==> src/sv/fscc_div.sv <==
// ----------------------------------------------------------------------------
// fscc_div: bit-serial unsigned divider
// Restoring long division, one quotient bit per cycle.
// ----------------------------------------------------------------------------
module fscc_div #(
  parameter int DW = 24,
  parameter int VW = 10
) (
  input  logic          clk,
  input  logic          rst_n,
  input  logic          start,
  input  logic [DW-1:0] dividend,
  input  logic [VW-1:0] divisor,
  output logic          busy,
  output logic [DW-1:0] quot
);

  localparam int CNTW = $clog2(DW + 1);

  logic [DW-1:0]   num_r;
  logic [VW-1:0]   rem_r;
  logic [VW-1:0]   den_r;
  logic [CNTW-1:0] cnt_r;
  logic            busy_r;
  logic [VW:0]     trial;
  logic [VW:0]     diff;
  logic            ge;

  assign trial = {rem_r, num_r[DW-1]};
  assign diff  = trial - {1'b0, den_r};
  assign ge    = trial >= {1'b0, den_r};

  always_ff @(posedge clk) begin
    if (!rst_n) begin
      busy_r <= 1'b0;
      cnt_r  <= '0;
    end else if (start) begin
      busy_r <= 1'b1;
      cnt_r  <= '0;
    end else if (busy_r) begin
      cnt_r <= cnt_r + 1'b1;
      if (cnt_r == CNTW'(DW - 1)) begin
        busy_r <= 1'b0;
      end
    end
  end

  // The dividend shifts out at the top while quotient bits shift in below.
  always_ff @(posedge clk) begin
    if (start) begin
      num_r <= dividend;
      rem_r <= '0;
      den_r <= divisor;
    end else if (busy_r) begin
      num_r <= {num_r[DW-2:0], ge};
      rem_r <= ge ? diff[VW-1:0] : trial[VW-1:0];
    end
  end

  assign busy = busy_r;
  assign quot = num_r;

endmodule

==> config.mk <==
export PLATFORM = sky130hd
export DESIGN_NAME = fscc_div
export DESIGN_NICKNAME = d
export VERILOG_FILES = /design/src/sv/fscc_div.sv
export SDC_FILE = /design/constraint.sdc
export NUM_CORES = 1
export LEC_CHECK = 0
export ABC_AREA = 1
export BUFFER_PORTS_ARGS = -buffer_cell sky130_fd_sc_hd__buf_4
export CORE_MARGIN = 2
export CORE_UTILIZATION = 47
export DETAILED_ROUTE_END_ITERATION = 10
export PLACE_DENSITY = 0.71
export SYNTH_ARGS = -nofsm -noshare
export SYNTH_HDL_FRONTEND = slang
export SYNTH_SLANG_ARGS = --single-unit
==> constraint.sdc <==
create_clock -name clk -period 2.2 [get_ports clk]
set_input_delay 0.55 -clock clk [delete_from_list [all_inputs] [get_ports clk]]
set_output_delay 0.55 -clock clk [all_outputs]
set_load 0.01 [all_outputs]
==> summary.txt <==
Status
  • Status: completed

Clock network
  • Post-CTS Setup Repair Bufs: 0
  • CTS H-tree lvls: 2
  • CTS-repair resized insts: 0
  • Root buf cell: clkbuf_8
  • TritonCTS Buffers: 5
  • Clock-pin slew on the worst setup and hold paths: 0.10 ns
  • CTS tree: done
  • Clock Path Buffers: 2
  • CTS sink cnt: 50
  • Clk Latency, worst-skew pair: 0.30 ns
  • # hold bufs at CTS: 0

Setup path
  • Worst-path fanout max: 4
  • R2r endpoint: rem_r[6]
  • R2R cell count: 14
  • Worst Setup End Kind: flop
  • Slack of the worst reg-to-reg path: 0.27 ns
  • R2R Path Start: quot[23]
  • Arr. time, crit path: 2.13 ns
  • WS Path Type: flop to flop
  • WP data required: 2.40 ns
  • Startpoint class of the critical path: flop

Die
  • CORE AREA: 0.005507 mm²
  • Die Y: 79.69 µm
  • Initial Util: 0.4890
  • Boundary pin count: 62
  • Die X: 79.69 µm
  • Row count: 27
  • Die ar.: 0.006351 mm²

Pwr
  • Pwr dens: 618.2 mW/mm²
  • Peak VDD IR: 0.3245 mV
  • Leak: 1.710 nW

Hold path
  • WHS Endpoint: den_r[9]
  • Min-Delay Startpoint: divisor[9]
  • Hold path cells: 1
  • HP Class: primary input to flop

Final layout
  • Post-layout util: 0.6037
  • Filler cells: 507
  • Layout cells sized above 1: 0.2247
  • Most frequent cells in the layout: nand2_1 (135), buf_4 (64), inv_1 (44), edfxtp_1 (34), nand3_1 (21)
  • Syn-to-layout area delta: 23.47%
  • Register area: 0.001341 mm²
  • Final-stage net count: 444
  • Antenna cells: 0
  • Multi-input logic area: 0.001137 mm²
  • Commonest non-fill, non-tap cell in the layout: nand2_1

STA
  • Slew @ Worst Pin: 0.4540 ns
  • Fin Setup TNS: 0 ns
  • RSZ-0062 raised after global routing: no
  • Hold Fails Final Rpt: 0
  • Final setup viols: 0
  • Max transition margin: 0.6970
  • Fmax achieved: 517.0 MHz
  • Worst Skew: 0.007937 ns
  • Max-slew violations: 0
  • Fin crit share: 0.8792
  • Min Tclk post-route: 1.934 ns

Logic synthesis
  • Top post-synthesis cells by area: edfxtp_1 (38%), nand2_1 (19%), dfxtp_1 (12%)
  • Number of synthesized flops with an enable pin: 34
  • Synth area leader: edfxtp_1
  • #FFs+latches synth: 50
  • XOR/XNOR share of the synthesized area: 0.01301
  • Fraction of registers with async set/reset: 0
  • Synth Warn #: 0
  • Synthesized instance count: 330
  • Avg Synthesized Cell Area: 8.159 µm²
  • Post-synth top area share: 0.3792
  • Post-synthesis adder-cell area fraction: 0.05855
  • Primary FF master, synth: edfxtp_1
  • Syn Nets: 379
  • Largest family of logic cells by synthesized area: simple AND/OR/NAND/NOR gates
  • Simple-gate share of the synthesized area: 0.3202
  • Register area share after synthesis: 0.4981
  • Netlist cell types: 28
  • Post-synthesis mux area share: 0
  • Synth Area in Compound Gates: 0.03067
  • Post-Synthesis Cell Area: 0.002693 mm²

Job
  • Max-cap violation count: 0

Placement
  • Hpwl dp: 4113 µm
  • RePlAce Congestion: 0.8744
  • Port Buffers: 61

Drt
  • Drt first pass iters: 4
  • Routed WL per cell: 12.22 µm
  • Starting DRT DRC Count: 158
  • Routed vias: 2270
  • DR vias/cell: 4.850
  • Drt total wl: 5717 µm
  • DRC violations left: 0
  • Post-DRT Antenna Nets: 0

GRT
  • Largest net degree at the start of global routing: 40
  • First-pass GRT wire length: 9522 µm
  • Total grt overflow: 0
  • Global Route Usage Sum: 0.1906
  • Initial antenna violation count: 0
  • Vias in the first global route: 2119
==> per-layer routing <==
metal	up-vias	routed length, µm	global-route usage
li1	1176	-	-
met1	1035	2628	0.2540
met2	54	2714	0.3143
met3	5	325	0.04186
met4	0	48	0.05000
met5	-	0	0
==> worst max-delay path by stage <==
stage | from | end | depth (start not counted)
2_1_floorplan | quot[23] | rem_r[8] | 14
3_5_place_dp | quot[23] | rem_r[8] | 14
5_1_grt | quot[23] | rem_r[8] | 14
4_1_cts | quot[23] | rem_r[6] | 14
3_3_place_gp | quot[23] | rem_r[8] | 14
6_report | quot[23] | rem_r[6] | 14
==> sequential cells by signal, summed over array words and instances (netlist names) <==
name   count
quot      24
den_r     10
rem_r     10
cnt_r      5
busy       1
==> power by group <==
group	switching (mW)	leakage (nW)	internal, mW
clock	0.315	0.0452	0.225
sequential	0.0387	0.474	1.09
combinational	0.209	1.19	0.181
==> cells by family (layout without fill, tap and decap cells) <==
logic type,after synthesis,in the layout
AND/OR/NAND/NOR,196,196
buffers and inverters,52,118
flip-flops,50,50
AO/OA/AOI/OAI,16,16
adder cells (fa/ha/maj),12,12
XOR/XNOR,4,4
==> critical path: stages (launching register included) <==
cell	delay, ns
edfxtp_1	0.41
inv_1	0.11
ha_1	0.15
inv_1	0.07
fa_1	0.40
nand3_1	0.10
nand3_1	0.14
nand2_1	0.12
nand2_1	0.05
nand2_1	0.05
nand2_1	0.04
inv_1	0.04
nand2_1	0.04
nand3_1	0.06
nand2_1	0.05
==> cell usage after synthesis, types with 5 or more instances <==
cell      instances
nor2_1           14
o21ai_0           5
dfxtp_1          16
nand3_1          21
nand2_1         135
a21oi_1           6
ha_1             11
nor2_2            5
edfxtp_1         34
nand3_2           5
inv_1            44
==> through the flow <==
step                      std cells  setup WS, ns  hold WS (ns)  cell area [µm²]  power (mW)
after floorplan                 330        0.3782        0.4214             2693       1.357
after global placement          460        0.3406        0.4357             3238       1.531
after detailed placement        460        0.2915        0.4413             3238       1.536
after CTS                       468        0.2743        0.4058             3324       2.082
after global routing            468       0.05993        0.4005             3324       2.168
final                           468        0.2658        0.4166             3324       2.055
==> layout make-up <==
type                       instances  share of cell area
sequential                        50              0.4035
inverter                          45             0.05081
clock buffer                       6             0.02183
timing repair buffer              65              0.1505
tap                               72             0.02710
multi-input combinational        228              0.3421
clock inverter                     2            0.004140
(Power assumes the default switching activity.)
